### config.mk
export PLATFORM = sky130hd
export DESIGN_NAME = class_partitioned_refcount_buffer_pool
export DESIGN_NICKNAME = d
export VERILOG_FILES = /design/src/cprbp_pkg.sv /design/src/cprbp_front.sv /design/src/cprbp_back.sv /design/src/class_partitioned_refcount_buffer_pool.sv
export SDC_FILE = /design/constraint.sdc
export NUM_CORES = 1
export LEC_CHECK = 0
export BUFFER_PORTS_ARGS = -buffer_cell sky130_fd_sc_hd__buf_2
export CAP_MARGIN = 20
export CORE_MARGIN = 1
export CORE_UTILIZATION = 39
export DETAILED_ROUTE_END_ITERATION = 16
export PLACE_DENSITY = 0.65
export SLEW_MARGIN = 15
export SYNTH_ARGS = -nofsm -noshare
export SYNTH_HDL_FRONTEND = slang
export SYNTH_HIERARCHICAL = 1
export SYNTH_SLANG_ARGS = --single-unit
export TNS_END_PERCENT = 5
### constraint.sdc
create_clock -name clock -period 5 [get_ports clock]
set_clock_uncertainty 0.15 [all_clocks]
set_input_delay 0.75 -clock clock [delete_from_list [all_inputs] [get_ports clock]]
set_output_delay 0.75 -clock clock [all_outputs]
set_load 0.03 [all_outputs]
### src/cprbp_pkg.sv
package cprbp_pkg;

   localparam int POOL_SLOTS = 16;
   localparam int SLOT_W     = 4;
   localparam int CLASS_W    = 2;
   localparam int REFS_W     = 8;
   localparam int COUNT_W    = 4;
   localparam int START_W    = 5;

   localparam logic [REFS_W-1:0]  REFS_MAX  = 8'd255;
   localparam logic [COUNT_W-1:0] COUNT_MAX = 4'd15;

   typedef enum logic [1:0] {
      MODE_ALLOC   = 2'd0,
      MODE_FREE    = 2'd1,
      MODE_ADD_REF = 2'd2,
      MODE_CLEAR   = 2'd3
   } cprbp_mode_type;

   typedef enum logic [1:0] {
      STATUS_OK        = 2'd0,
      STATUS_NO_FREE   = 2'd1,
      STATUS_NOT_ALLOC = 2'd2,
      STATUS_SATURATED = 2'd3
   } cprbp_status_type;

   // Classified command handed from front to back.
   typedef struct packed {
      cprbp_mode_type          mode;
      logic [CLASS_W-1:0]      cls;        // size_class, or class of slot
      logic [SLOT_W-1:0]       slot;
      logic                    in_pool;    // slot lies inside some class range
      logic [POOL_SLOTS-1:0]   alloc_mask; // slots of the requested class
   } cprbp_cmd_type;

   function automatic int cprbp_clip(input int v);
      return (v > POOL_SLOTS) ? POOL_SLOTS : v;
   endfunction

endpackage

### src/cprbp_front.sv
module cprbp_front #(
   parameter int BASIC_SLOTS    = 8,
   parameter int DATAGRAM_SLOTS = 4,
   parameter int SNIP_SLOTS     = 2,
   parameter int STREAM_SLOTS   = 2
) (
   input  logic                          clock,
   input  logic                          reset,
   input  logic                          req_push,
   output logic                          req_full,
   input  logic [1:0]                    req_mode,
   input  logic [cprbp_pkg::CLASS_W-1:0] req_size_class,
   input  logic [cprbp_pkg::SLOT_W-1:0]  req_slot_index,
   output logic                          cmd_valid,
   output cprbp_pkg::cprbp_cmd_type      cmd,
   input  logic                          cmd_take
);
   import cprbp_pkg::*;

   localparam int S1 = cprbp_clip(BASIC_SLOTS);
   localparam int S2 = cprbp_clip(BASIC_SLOTS + DATAGRAM_SLOTS);
   localparam int S3 = cprbp_clip(BASIC_SLOTS + DATAGRAM_SLOTS + SNIP_SLOTS);
   localparam int S4 = cprbp_clip(BASIC_SLOTS + DATAGRAM_SLOTS + SNIP_SLOTS + STREAM_SLOTS);

   localparam logic [START_W-1:0] CLASS_LO [4] =
      '{5'd0, START_W'(S1), START_W'(S2), START_W'(S3)};
   localparam logic [START_W-1:0] CLASS_HI [4] =
      '{START_W'(S1), START_W'(S2), START_W'(S3), START_W'(S4)};

   localparam int DEPTH = 2;

   cprbp_cmd_type          entry_ff [DEPTH];
   logic                   wr_ptr_ff, wr_ptr_in;
   logic                   rd_ptr_ff, rd_ptr_in;
   logic [1:0]             count_ff, count_in;
   cprbp_cmd_type          decoded;
   logic [START_W-1:0]     slot_ext;
   logic                   push_ok;

   // classify: class ranges for allocate, owning class for free / add-ref
   always_comb begin
      slot_ext         = {1'b0, req_slot_index};
      decoded.mode     = cprbp_mode_type'(req_mode);
      decoded.slot     = req_slot_index;
      decoded.in_pool  = slot_ext < CLASS_HI[3];
      for (int s = 0; s < POOL_SLOTS; s++) begin
         decoded.alloc_mask[s] = (START_W'(s) >= CLASS_LO[req_size_class]) &&
                                 (START_W'(s) <  CLASS_HI[req_size_class]);
      end
      if ((decoded.mode == MODE_ALLOC) || (decoded.mode == MODE_CLEAR)) begin
         decoded.cls = req_size_class;
      end else if (!decoded.in_pool) begin
         decoded.cls = 2'd0;
      end else if (slot_ext >= CLASS_LO[3]) begin
         decoded.cls = 2'd3;
      end else if (slot_ext >= CLASS_LO[2]) begin
         decoded.cls = 2'd2;
      end else if (slot_ext >= CLASS_LO[1]) begin
         decoded.cls = 2'd1;
      end else begin
         decoded.cls = 2'd0;
      end
   end

   assign req_full  = (count_ff == 2'(DEPTH));
   assign push_ok   = req_push && !req_full;
   assign cmd_valid = (count_ff != 2'd0);
   assign cmd       = entry_ff[rd_ptr_ff];

   always_comb begin
      wr_ptr_in = push_ok  ? ~wr_ptr_ff : wr_ptr_ff;
      rd_ptr_in = cmd_take ? ~rd_ptr_ff : rd_ptr_ff;
      count_in  = count_ff + 2'(push_ok) - 2'(cmd_take);
   end

   always_ff @(posedge clock) begin
      if (reset) begin
         wr_ptr_ff <= 1'b0;
         rd_ptr_ff <= 1'b0;
         count_ff  <= 2'd0;
      end else begin
         wr_ptr_ff <= wr_ptr_in;
         rd_ptr_ff <= rd_ptr_in;
         count_ff  <= count_in;
      end
   end

   always_ff @(posedge clock) begin
      if (push_ok) begin
         entry_ff[wr_ptr_ff] <= decoded;
      end
   end

endmodule

### src/cprbp_back.sv
module cprbp_back (
   input  logic                          clock,
   input  logic                          reset,
   input  logic                          cmd_valid,
   input  cprbp_pkg::cprbp_cmd_type      cmd,
   output logic                          cmd_take,
   output logic                          rsp_empty,
   input  logic                          rsp_pop,
   output logic [1:0]                    rsp_status,
   output logic [cprbp_pkg::SLOT_W-1:0]  rsp_granted_slot,
   output logic [cprbp_pkg::CLASS_W-1:0] rsp_slot_class,
   output logic [cprbp_pkg::REFS_W-1:0]  rsp_refs_after,
   output logic [cprbp_pkg::COUNT_W-1:0] rsp_class_in_use,
   output logic [cprbp_pkg::COUNT_W-1:0] rsp_class_high_water
);
   import cprbp_pkg::*;

   logic [POOL_SLOTS-1:0] busy_ff, busy_in;
   logic [REFS_W-1:0]     refs_ff   [POOL_SLOTS];
   logic [REFS_W-1:0]     refs_in   [POOL_SLOTS];
   logic [COUNT_W-1:0]    in_use_ff [4];
   logic [COUNT_W-1:0]    in_use_in [4];
   logic [COUNT_W-1:0]    peak_ff   [4];
   logic [COUNT_W-1:0]    peak_in   [4];
   logic                  valid_ff;

   cprbp_status_type      status_ff, status_in;
   logic [SLOT_W-1:0]     slot_ff, slot_in;
   logic [CLASS_W-1:0]    cls_ff;
   logic [REFS_W-1:0]     refs_out_ff, refs_out_in;
   logic [COUNT_W-1:0]    use_out_ff, peak_out_ff;

   logic [POOL_SLOTS-1:0] free_mask;
   logic                  found;
   logic [SLOT_W-1:0]     pick;
   logic [REFS_W-1:0]     cur_refs;

   // results sit in one output register; next command goes in when it drains
   assign cmd_take  = cmd_valid && (!valid_ff || rsp_pop);
   assign free_mask = cmd.alloc_mask & ~busy_ff;
   assign cur_refs  = refs_ff[cmd.slot];

   // lowest free slot of the class
   always_comb begin
      found = 1'b0;
      pick  = '0;
      for (int s = POOL_SLOTS - 1; s >= 0; s--) begin
         if (free_mask[s]) begin
            found = 1'b1;
            pick  = SLOT_W'(s);
         end
      end
   end

   always_comb begin
      busy_in     = busy_ff;
      refs_in     = refs_ff;
      in_use_in   = in_use_ff;
      peak_in     = peak_ff;
      status_in   = STATUS_OK;
      slot_in     = cmd.slot;
      refs_out_in = '0;
      unique case (cmd.mode)
         MODE_ALLOC: begin
            if (found) begin
               busy_in[pick] = 1'b1;
               refs_in[pick] = 8'd1;
               if (in_use_ff[cmd.cls] < COUNT_MAX) begin
                  in_use_in[cmd.cls] = in_use_ff[cmd.cls] + 4'd1;
               end
               if (in_use_in[cmd.cls] > peak_ff[cmd.cls]) begin
                  peak_in[cmd.cls] = in_use_in[cmd.cls];
               end
               slot_in     = pick;
               refs_out_in = 8'd1;
            end else begin
               status_in = STATUS_NO_FREE;
               slot_in   = '0;
            end
         end
         MODE_CLEAR: begin
            for (int c = 0; c < 4; c++) begin
               peak_in[c] = '0;
            end
            slot_in = '0;
         end
         MODE_FREE: begin
            if (!cmd.in_pool || !busy_ff[cmd.slot]) begin
               status_in = STATUS_NOT_ALLOC;
            end else if (cur_refs > 8'd1) begin
               refs_in[cmd.slot] = cur_refs - 8'd1;
               refs_out_in       = cur_refs - 8'd1;
            end else begin
               refs_in[cmd.slot] = '0;
               busy_in[cmd.slot] = 1'b0;
               if (in_use_ff[cmd.cls] != '0) begin
                  in_use_in[cmd.cls] = in_use_ff[cmd.cls] - 4'd1;
               end
            end
         end
         MODE_ADD_REF: begin
            if (!cmd.in_pool || !busy_ff[cmd.slot]) begin
               status_in = STATUS_NOT_ALLOC;
            end else if (cur_refs == REFS_MAX) begin
               status_in   = STATUS_SATURATED;
               refs_out_in = REFS_MAX;
            end else begin
               refs_in[cmd.slot] = cur_refs + 8'd1;
               refs_out_in       = cur_refs + 8'd1;
            end
         end
         default: begin
            status_in = STATUS_OK;
         end
      endcase
   end

   always_ff @(posedge clock) begin
      if (reset) begin
         valid_ff <= 1'b0;
         busy_ff  <= '0;
         for (int s = 0; s < POOL_SLOTS; s++) begin
            refs_ff[s] <= '0;
         end
         for (int c = 0; c < 4; c++) begin
            in_use_ff[c] <= '0;
            peak_ff[c]   <= '0;
         end
      end else begin
         if (cmd_take) begin
            valid_ff  <= 1'b1;
            busy_ff   <= busy_in;
            refs_ff   <= refs_in;
            in_use_ff <= in_use_in;
            peak_ff   <= peak_in;
         end else if (rsp_pop) begin
            valid_ff <= 1'b0;
         end
      end
   end

   always_ff @(posedge clock) begin
      if (cmd_take) begin
         status_ff   <= status_in;
         slot_ff     <= slot_in;
         cls_ff      <= cmd.cls;
         refs_out_ff <= refs_out_in;
         use_out_ff  <= in_use_in[cmd.cls];
         peak_out_ff <= peak_in[cmd.cls];
      end
   end

   assign rsp_empty            = !valid_ff;
   assign rsp_status           = status_ff;
   assign rsp_granted_slot     = slot_ff;
   assign rsp_slot_class       = cls_ff;
   assign rsp_refs_after       = refs_out_ff;
   assign rsp_class_in_use     = use_out_ff;
   assign rsp_class_high_water = peak_out_ff;

endmodule

### src/class_partitioned_refcount_buffer_pool.sv
// A pushed beat goes into the command queue, then the output register behind rsp_.
// Throughput: one beat per cycle while results are popped; the back end runs
//   each command combinationally against the slot and class state.
// Two-entry command queue between front and back; one output register.
// Reset (synchronous, active high): all slots free, all counts zero, both queues empty.
module class_partitioned_refcount_buffer_pool #(
   parameter int BASIC_SLOTS    = 8,
   parameter int DATAGRAM_SLOTS = 4,
   parameter int SNIP_SLOTS     = 2,
   parameter int STREAM_SLOTS   = 2
) (
   input  logic                          clock,
   input  logic                          reset,
   input  logic                          req_push,
   output logic                          req_full,
   input  logic [1:0]                    req_mode,
   input  logic [cprbp_pkg::CLASS_W-1:0] req_size_class,
   input  logic [cprbp_pkg::SLOT_W-1:0]  req_slot_index,
   output logic                          rsp_empty,
   input  logic                          rsp_pop,
   output logic [1:0]                    rsp_status,
   output logic [cprbp_pkg::SLOT_W-1:0]  rsp_granted_slot,
   output logic [cprbp_pkg::CLASS_W-1:0] rsp_slot_class,
   output logic [cprbp_pkg::REFS_W-1:0]  rsp_refs_after,
   output logic [cprbp_pkg::COUNT_W-1:0] rsp_class_in_use,
   output logic [cprbp_pkg::COUNT_W-1:0] rsp_class_high_water
);
   import cprbp_pkg::*;

   // front -> back command channel
   logic          cmd_valid;
   logic          cmd_take;
   cprbp_cmd_type cmd;

   // Front: classifies each beat (class range for allocate, requested class for clear,
   // owning class of the slot for free / add-ref) and queues it.
   cprbp_front #(
      .BASIC_SLOTS    (BASIC_SLOTS),
      .DATAGRAM_SLOTS (DATAGRAM_SLOTS),
      .SNIP_SLOTS     (SNIP_SLOTS),
      .STREAM_SLOTS   (STREAM_SLOTS)
   ) u_front (
      .clock          (clock),
      .reset          (reset),
      .req_push       (req_push),
      .req_full       (req_full),
      .req_mode       (req_mode),
      .req_size_class (req_size_class),
      .req_slot_index (req_slot_index),
      .cmd_valid      (cmd_valid),
      .cmd            (cmd),
      .cmd_take       (cmd_take)
   );

   // Back: owns busy bits, ref counts, in-use and high-water counters;
   // executes one command per cycle when the output register is free.
   cprbp_back u_back (
      .clock                (clock),
      .reset                (reset),
      .cmd_valid            (cmd_valid),
      .cmd                  (cmd),
      .cmd_take             (cmd_take),
      .rsp_empty            (rsp_empty),
      .rsp_pop              (rsp_pop),
      .rsp_status           (rsp_status),
      .rsp_granted_slot     (rsp_granted_slot),
      .rsp_slot_class       (rsp_slot_class),
      .rsp_refs_after       (rsp_refs_after),
      .rsp_class_in_use     (rsp_class_in_use),
      .rsp_class_high_water (rsp_class_high_water)
   );

endmodule

==> run_results.csv, run 1 <==
group,metric,value,unit
cells_and_area,final_core_util,44.4,%
worst_setup_path,timing.critical_path.arrival,5.12,ns
global_route,grt_use_total,25.6,%
worst_setup_path,timing.critical_path.fanout_max,20,
global_route,grt_pass1_wl,72.2,mm
detailed_routing,route.detailed.wl_per_inst,22.7,µm
timing,timing.fmax,209,MHz
power_and_ir_drop,design_power_total,8.22,mW
synthesis,postSynth.topFlopCell,"dfxtp_1",
timing,setup_viols_final,0,
global_route,grt_pass1_vias,12200,
worst_setup_path,critical_path.max_stage_delay,1.10,ns
timing,worst_slack,0.220,ns
worst_setup_path,startpoint_type,"register",
die,floorplan.initialDensity,39.6,%
place,gp_congestion,0.966,
synthesis,netlist_area,0.0137,mm²
cells_and_area,fin_nets,1584,
worst_hold_path,min-delay-path-class,"in -> reg",
worst_setup_path,worstPathRequired,5.34,ns
detailed_routing,detailedRoute.firstPassIterationCount,7,
detailed_routing,drt_drc_violations_left,0,
worst_setup_path,reg2reg_setup_slack,0.22,ns
synthesis,yosys-top-cells-count,"182 x dfxtp_1, 154 x nand2_1, 116 x nor2_1, 90 x a21oi_1, 84 x o21ai_0",
cells_and_area,post_route_cells_drive_above_1_share,16.7,%
synthesis,syn_area_per_cell,8.92,µm²
clocking,clock_path_buffers,3,
synthesis,syn-instance-count,1533,
power_and_ir_drop,cellPowerDensity,536,mW/mm²
timing,finalSetupTns,0,ns
die,fp.dieH,189,µm
worst_hold_path,whs_endpoint,"u_front/entry_ff[1][16]$_DFFE_PP_",
timing,worst_tran_pin_value,1.25,ns
cells_and_area,final_area,0.0153,mm²
worst_setup_path,timing.rr.end,"u_back/refs_ff[69]$_SDFFE_PP0P_",
clocking,cts_hold_repair.buffers,0,
die,design.portCount,38,
synthesis,synth_most_common_cell,"dfxtp_1",
global_route,globalRouteOverflowTotal,0,
detailed_routing,antenna_violating_nets_post_route,0,
clocking,number_of_buffers_inserted_to_repair_setup_after_cts,0,
detailed_routing,detailroute.wirelength.met2,20.8,mm
synthesis,post-synth-top-area-fraction,26.6,%
detailed_routing,route.vias.total,12900,
place,post_dp_cell_area,0.0144,mm²
cells_and_area,final_cell_count_no_fill,2033,
synthesis,ys_seq_elements,230,
die,design.core.area,0.0345,mm²
power_and_ir_drop,worst_vdd_ir,0.292,mV
global_route,pin_count_of_the_biggest_net_entering_global_routing,52,
timing,drv_slew,0,
cells_and_area,flow.area_growth_from_synthesis,12.2,%
die,die_w,189,µm
clocking,cts_buffers,27,
worst_hold_path,min_from,"req_slot_index[0]",
worst_setup_path,criticalPathCategory,"reg -> reg",
place,hpwlAfterDp,32.9,mm
clocking,clock_sink_count,230,
synthesis,async_flop_share,0,%
clocking,clk_pin_slew,0.06,ns
worst_setup_path,timing.reg2reg.worst_path_depth,10,
die,floorplan.die_area,0.0358,mm²
synthesis,synth-warning-count,6,
detailed_routing,met3_length,4.29,mm
timing,final_period_minus_worst_setup_slack,4.78,ns
timing,period_share,95.6,%
synthesis,synth.area.top_cells,"dfxtp_1 27%, edfxtp_1 11%, mux4_2 6.8%",
worst_hold_path,whs_path_depth,1,
global_route,grt_antenna_before_repair,0,
clocking,cts_max_level,1,
worst_setup_path,critical_path.slowest_cell,"o311ai_0",
detailed_routing,dr.max_layer_used,"met4",
timing,hold_slack,0.260,ns
clocking,worst_skew_pair.late_latency,0.57,ns
synthesis,postSynthNetCount,1560,
synthesis,yosys.area.top_type,"dfxtp_1",
synthesis,ys_seq_area_share,37.2,%
place,io_buf_count,37,
clocking,clk_root_buffer_cell,"clkbuf_16",
flow_run,max_cap_viols,0,
place,place.detailed.instances,1983,
timing,timing_hold_violations_final,0,
timing,slew-limit-headroom,15.5,%
clocking,tritoncts,"done",
cells_and_area,num_antenna_cells,0,
die,placement_rows,68,
cells_and_area,layout.filler_cells,3345,
detailed_routing,detailed_route_wl,46.2,mm
power_and_ir_drop,cellLeakagePower,5.26,nW
synthesis,edff_count_synth,48,
detailed_routing,vias_per_cell,6.36,
detailed_routing,drt_iter0_drc,1818,
detailed_routing,met1_length,19.6,mm
worst_setup_path,worst_setup_path_end_kind,"register",
timing,grt_setup_unrepaired,"false",
worst_setup_path,timing.critical_path.cells,"mux2_2 -> buf_4 -> mux4_2 -> a22oi_1 -> nand2_1 -> nand4_1 -> o211ai_2 -> o311ai_0 -> nand3_1 -> o211ai_1",
place,pre_cts_slack,0.335,ns
synthesis,synth.lib_cells_used.distinct,101,
run_status,status,"complete, no violations",
[registers in the layout (all words and copies together) (netlist names), named ones only]
signal / count
u_back/rsp_slot_class: 2
u_front/entry_ff: 24
u_front/rd_ptr_ff: 1
u_back/in_use_ff: 16
u_front/count_ff: 2
u_front/wr_ptr_ff: 1
u_back/refs_ff: 128
u_back/rsp_refs_after: 8
u_back/valid_ff: 1
u_back/busy_ff: 16
u_back/rsp_status: 2
u_back/rsp_class_in_use: 4
u_back/peak_ff: 16
u_back/rsp_class_high_water: 4
u_back/rsp_granted_slot: 4
[layout by cell type, fill, tap and decap left out, types with 10 or more instances in the layout]
master / instances
nor2b_1: 19
dfxtp_1: 182
and2_1: 10
o22ai_1: 17
a22oi_1: 25
a311oi_1: 15
buf_2: 36
nand2_1: 154
o21ai_0: 84
a211oi_1: 34
o211ai_1: 62
nand2b_1: 26
inv_1: 76
o21ai_1: 12
nand4_1: 13
mux2_2: 18
ha_1: 15
clkbuf_16: 28
o31ai_1: 12
buf_4: 67
nand3_1: 66
nor3_1: 31
mux2i_1: 17
o32ai_1: 26
o2bb2ai_1: 10
edfxtp_1: 48
o21a_1: 23
a31oi_1: 14
nor2_1: 114
a21oi_1: 90
mux4_2: 41
[per-layer routing]
layer	track usage (%)	up-vias
met1	35.0	6226
met4	9.74	0
li1	-	5855
met2	40.3	733
met3	4.21	119
met5	0	-
[worst max-delay path, delay by kind of cell, from the launching register on]
family	cells	cell delay [ns]
compound gates	4	1.67
simple gates	3	0.80
flops	1	0.53
mux	2	1.14
buf+inv	1	0.44
[layout make-up]
class / instances / area (µm²) / area share, %
clock inverters: 9 / 82.6 / 0.538
inverters: 80 / 300 / 1.96
well taps: 455 / 569 / 3.71
multi-input cells: 1113 / 7760 / 50.5
clock buffers: 41 / 831 / 5.41
repair buffers: 105 / 723 / 4.71
flip-flops and latches: 230 / 5080 / 33.1
[power by group]
group	total, mW	internal [mW]	switching, mW	leakage, nW
Combinational	3.86	1.14	2.71	2.86
Clock	2.02	1.20	0.825	0.458
Sequential	2.35	2.19	0.157	1.93
Total	8.22	4.53	3.69	5.26
[worst max path at each step]
stage                                          endpoint  slack, ns  cells after the start
2_1_floorplan  u_back/rsp_class_high_water[3]$_DFFE_PP_       0.79                     18
6_report                u_back/refs_ff[69]$_SDFFE_PP0P_       0.22                     10
5_1_grt                 u_back/refs_ff[69]$_SDFFE_PP0P_       0.03                     14
3_3_place_gp            u_back/refs_ff[69]$_SDFFE_PP0P_       0.41                     10
4_1_cts        u_back/rsp_class_high_water[3]$_DFFE_PP_       0.28                     17
3_5_place_dp   u_back/rsp_class_high_water[3]$_DFFE_PP_       0.33                     17
[cells by family after synthesis]
logic type	share of synthesized area (%)
other	0.0274
flip-flops	37.2
multiplexers	10.4
AND/OR/NAND/NOR	16.9
buffers and inverters	6.52
XOR/XNOR	0.832
adder cells (fa/ha/maj)	1.37
AO/OA/AOI/OAI	26.8
[what timing repair did]
| item | CTS | global route |
|---|---|---|
| resized for setup | 0 | 1 |
| endpoints found under the hold margin | 0 | 0 |
| endpoints found under the setup margin | 0 | 1 |
Power figures use the tool's default switching activity.
==> inputs of run 2 (changes only) <==
Settings changed: MAX_ROUTING_LAYER from default to met4.
==> run 2 against run 1 <==
Die area unchanged; largest cell class unchanged; sequential share of layout area increased by 0.31 points; critical path depth rose by 7; largest power group unchanged.
==> run_results.csv, run 2 (synthesis results as in run 1) <==
group,metric,value,unit
timing,timing.fmax,211,MHz
cells_and_area,fin_nets,1583,
die,die_w,189,µm
die,placement_rows,68,
worst_hold_path,min_from,"req_slot_index[1]",
timing,setup_viols_final,0,
cells_and_area,final_cell_count_no_fill,2026,
worst_setup_path,reg2reg_setup_slack,0.26,ns
worst_setup_path,critical_path.slowest_cell,"mux4_2",
global_route,globalRouteOverflowTotal,0,
worst_setup_path,startpoint_type,"register",
global_route,grt_antenna_before_repair,0,
power_and_ir_drop,cellLeakagePower,5.18,nW
cells_and_area,mostFrequentLayoutCells,"181 x dfxtp_1, 154 x nand2_1, 114 x nor2_1",
cells_and_area,top_regs,"u_back/refs_ff x128, u_front/entry_ff x24",
timing,grt_setup_unrepaired,"false",
worst_setup_path,worstPathRequired,5.13,ns
clocking,worst_skew_pair.late_latency,0.55,ns
timing,hold_slack,0.259,ns
worst_setup_path,critical_path.max_stage_delay,0.55,ns
clocking,cts_hold_repair.buffers,0,
global_route,pin_count_of_the_biggest_net_entering_global_routing,56,
die,design.portCount,38,
cells_and_area,flow.area_growth_from_synthesis,11.2,%
power_and_ir_drop,worst_vdd_ir,0.274,mV
cells_and_area,layout.filler_cells,3395,
cells_and_area,regMostFlops,"u_back/refs_ff",
worst_setup_path,timing.rr.end,"u_back/rsp_class_high_water[3]$_DFFE_PP_",
detailed_routing,route.vias.total,13000,
timing,worst_tran_pin_value,1.02,ns
global_route,grt_pass1_wl,71.9,mm
worst_hold_path,whs_path_depth,1,
clocking,clk_root_buffer_cell,"clkbuf_16",
place,pre_cts_slack,0.272,ns
worst_hold_path,whs_endpoint,"u_front/entry_ff[0][17]$_DFFE_PP_",
cells_and_area,final_area,0.0152,mm²
detailed_routing,vias_per_cell,6.40,
timing,slew-limit-headroom,31.7,%
worst_setup_path,worst_setup_path_end_kind,"register",
timing,timing_hold_violations_final,0,
detailed_routing,drt_iter0_drc,1559,
worst_hold_path,min-delay-path-class,"in -> reg",
place,gp_congestion,0.924,
timing,period_share,94.9,%
die,design.core.area,0.0345,mm²
detailed_routing,route.detailed.wl_per_inst,22.8,µm
cells_and_area,flip_flop_count_of_the_largest_register_all_copies_and_words_added,128,
detailed_routing,drt_drc_violations_left,0,
die,floorplan.initialDensity,39.6,%
timing,worst_slack,0.257,ns
clocking,cts_buffers,25,
worst_setup_path,timing.critical_path.cells,"mux2_2 -> mux4_2 -> ha_1 -> nand3_1 -> nor2_1 -> a21oi_1 -> inv_1 -> ha_1 -> nor2b_1 -> o21a_1 -> o21a_1 -> o211ai_1 -> buf_4 -> nand2b_1 -> nor2_1 -> o31ai_1 -> a21oi_1",
flow_run,max_cap_viols,0,
die,fp.dieH,189,µm
place,post_dp_cell_area,0.0145,mm²
detailed_routing,antenna_violating_nets_post_route,0,
worst_setup_path,timing.critical_path.fanout_max,14,
place,place.detailed.instances,1984,
clocking,clk_pin_slew,0.07,ns
clocking,clock_path_buffers,3,
clocking,number_of_buffers_inserted_to_repair_setup_after_cts,0,
clocking,tritoncts,"done",
worst_setup_path,timing.reg2reg.worst_path_depth,17,
global_route,grt_pass1_vias,12100,
clocking,cts_max_level,1,
timing,finalSetupTns,0,ns
detailed_routing,detailed_route_wl,46.3,mm
cells_and_area,post_route_cells_drive_above_1_share,16.0,%
run_status,status,"complete, no violations",
die,floorplan.die_area,0.0358,mm²
place,hpwlAfterDp,32.8,mm
place,io_buf_count,37,
worst_setup_path,criticalPathCategory,"reg -> reg",
clocking,cts_resized,0,
worst_setup_path,timing.critical_path.arrival,4.88,ns
detailed_routing,detailedRoute.firstPassIterationCount,7,
timing,final_period_minus_worst_setup_slack,4.74,ns
power_and_ir_drop,cellPowerDensity,523,mW/mm²
global_route,grt_use_total,26.3,%
timing,drv_slew,0,
cells_and_area,layout_commonest_cell,"dfxtp_1",
clocking,clock_sink_count,230,
cells_and_area,num_antenna_cells,0,
==> run 2: stage by stage <==
stage | total power, mW | utilization [%]
2_1_floorplan | 4.94 | -
3_5_place_dp | 6.12 | 41.9
6_report | 7.95 | 44.0
4_1_cts | 7.89 | 44.0
5_1_grt | 8.31 | 44.0
3_3_place_gp | 6.10 | 41.9
==> run 2: report_power, final <==
group          switching (mW)  total, mW  internal [mW]
registers               0.148       2.34           2.19
logic                    2.71       3.86           1.15
clock network           0.776       1.76          0.982
total                    3.63       7.95           4.32
==> run 2: worst max-delay path by stage <==
stage,startpoint,end,slack (ns),cells after the start
2_1_floorplan,register,u_back/rsp_class_high_water[3]$_DFFE_PP_,0.79,18
3_3_place_gp,register,u_back/refs_ff[69]$_SDFFE_PP0P_,0.29,11
3_5_place_dp,register,u_back/rsp_class_high_water[3]$_DFFE_PP_,0.27,17
4_1_cts,register,u_back/rsp_class_high_water[3]$_DFFE_PP_,0.24,17
5_1_grt,register,u_back/rsp_class_high_water[3]$_DFFE_PP_,0.09,17
6_report,register,u_back/rsp_class_high_water[3]$_DFFE_PP_,0.26,17
==> run 2: routing by layer <==
metal / GRT usage, % / up-vias / routed length (µm)
met3: 3.63 / 122 / 3880
met4: 8.31 / 0 / 1450
met5: - / - / 0
met1: 35.5 / 6332 / 19900
li1: - / 5847 / -
met2: 40.5 / 674 / 21000
==> run 2: worst max-delay path, delay by kind of cell (launching register included) <==
| family | cells | cell delay (ns) |
|---|---|---|
| AOI/OAI and AO/OA | 6 | 1.19 |
| adders and majority gates | 2 | 0.60 |
| buffers and inverters | 2 | 0.31 |
| DFF | 1 | 0.44 |
| muxes | 2 | 1.03 |
| and+or+nand+nor | 5 | 0.75 |
==> run 2: layout make-up <==
| cell class | instances | area [µm²] | share of cell area, % |
|---|---|---|---|
| multi-input combinational | 1113 | 7750 | 51.0 |
| sequential | 230 | 5090 | 33.4 |
| timing repair buffer | 106 | 756 | 4.97 |
| clock buffer | 38 | 714 | 4.70 |
| tap | 455 | 569 | 3.74 |
| inverter | 80 | 300 | 1.97 |
| clock inverter | 4 | 33.8 | 0.222 |
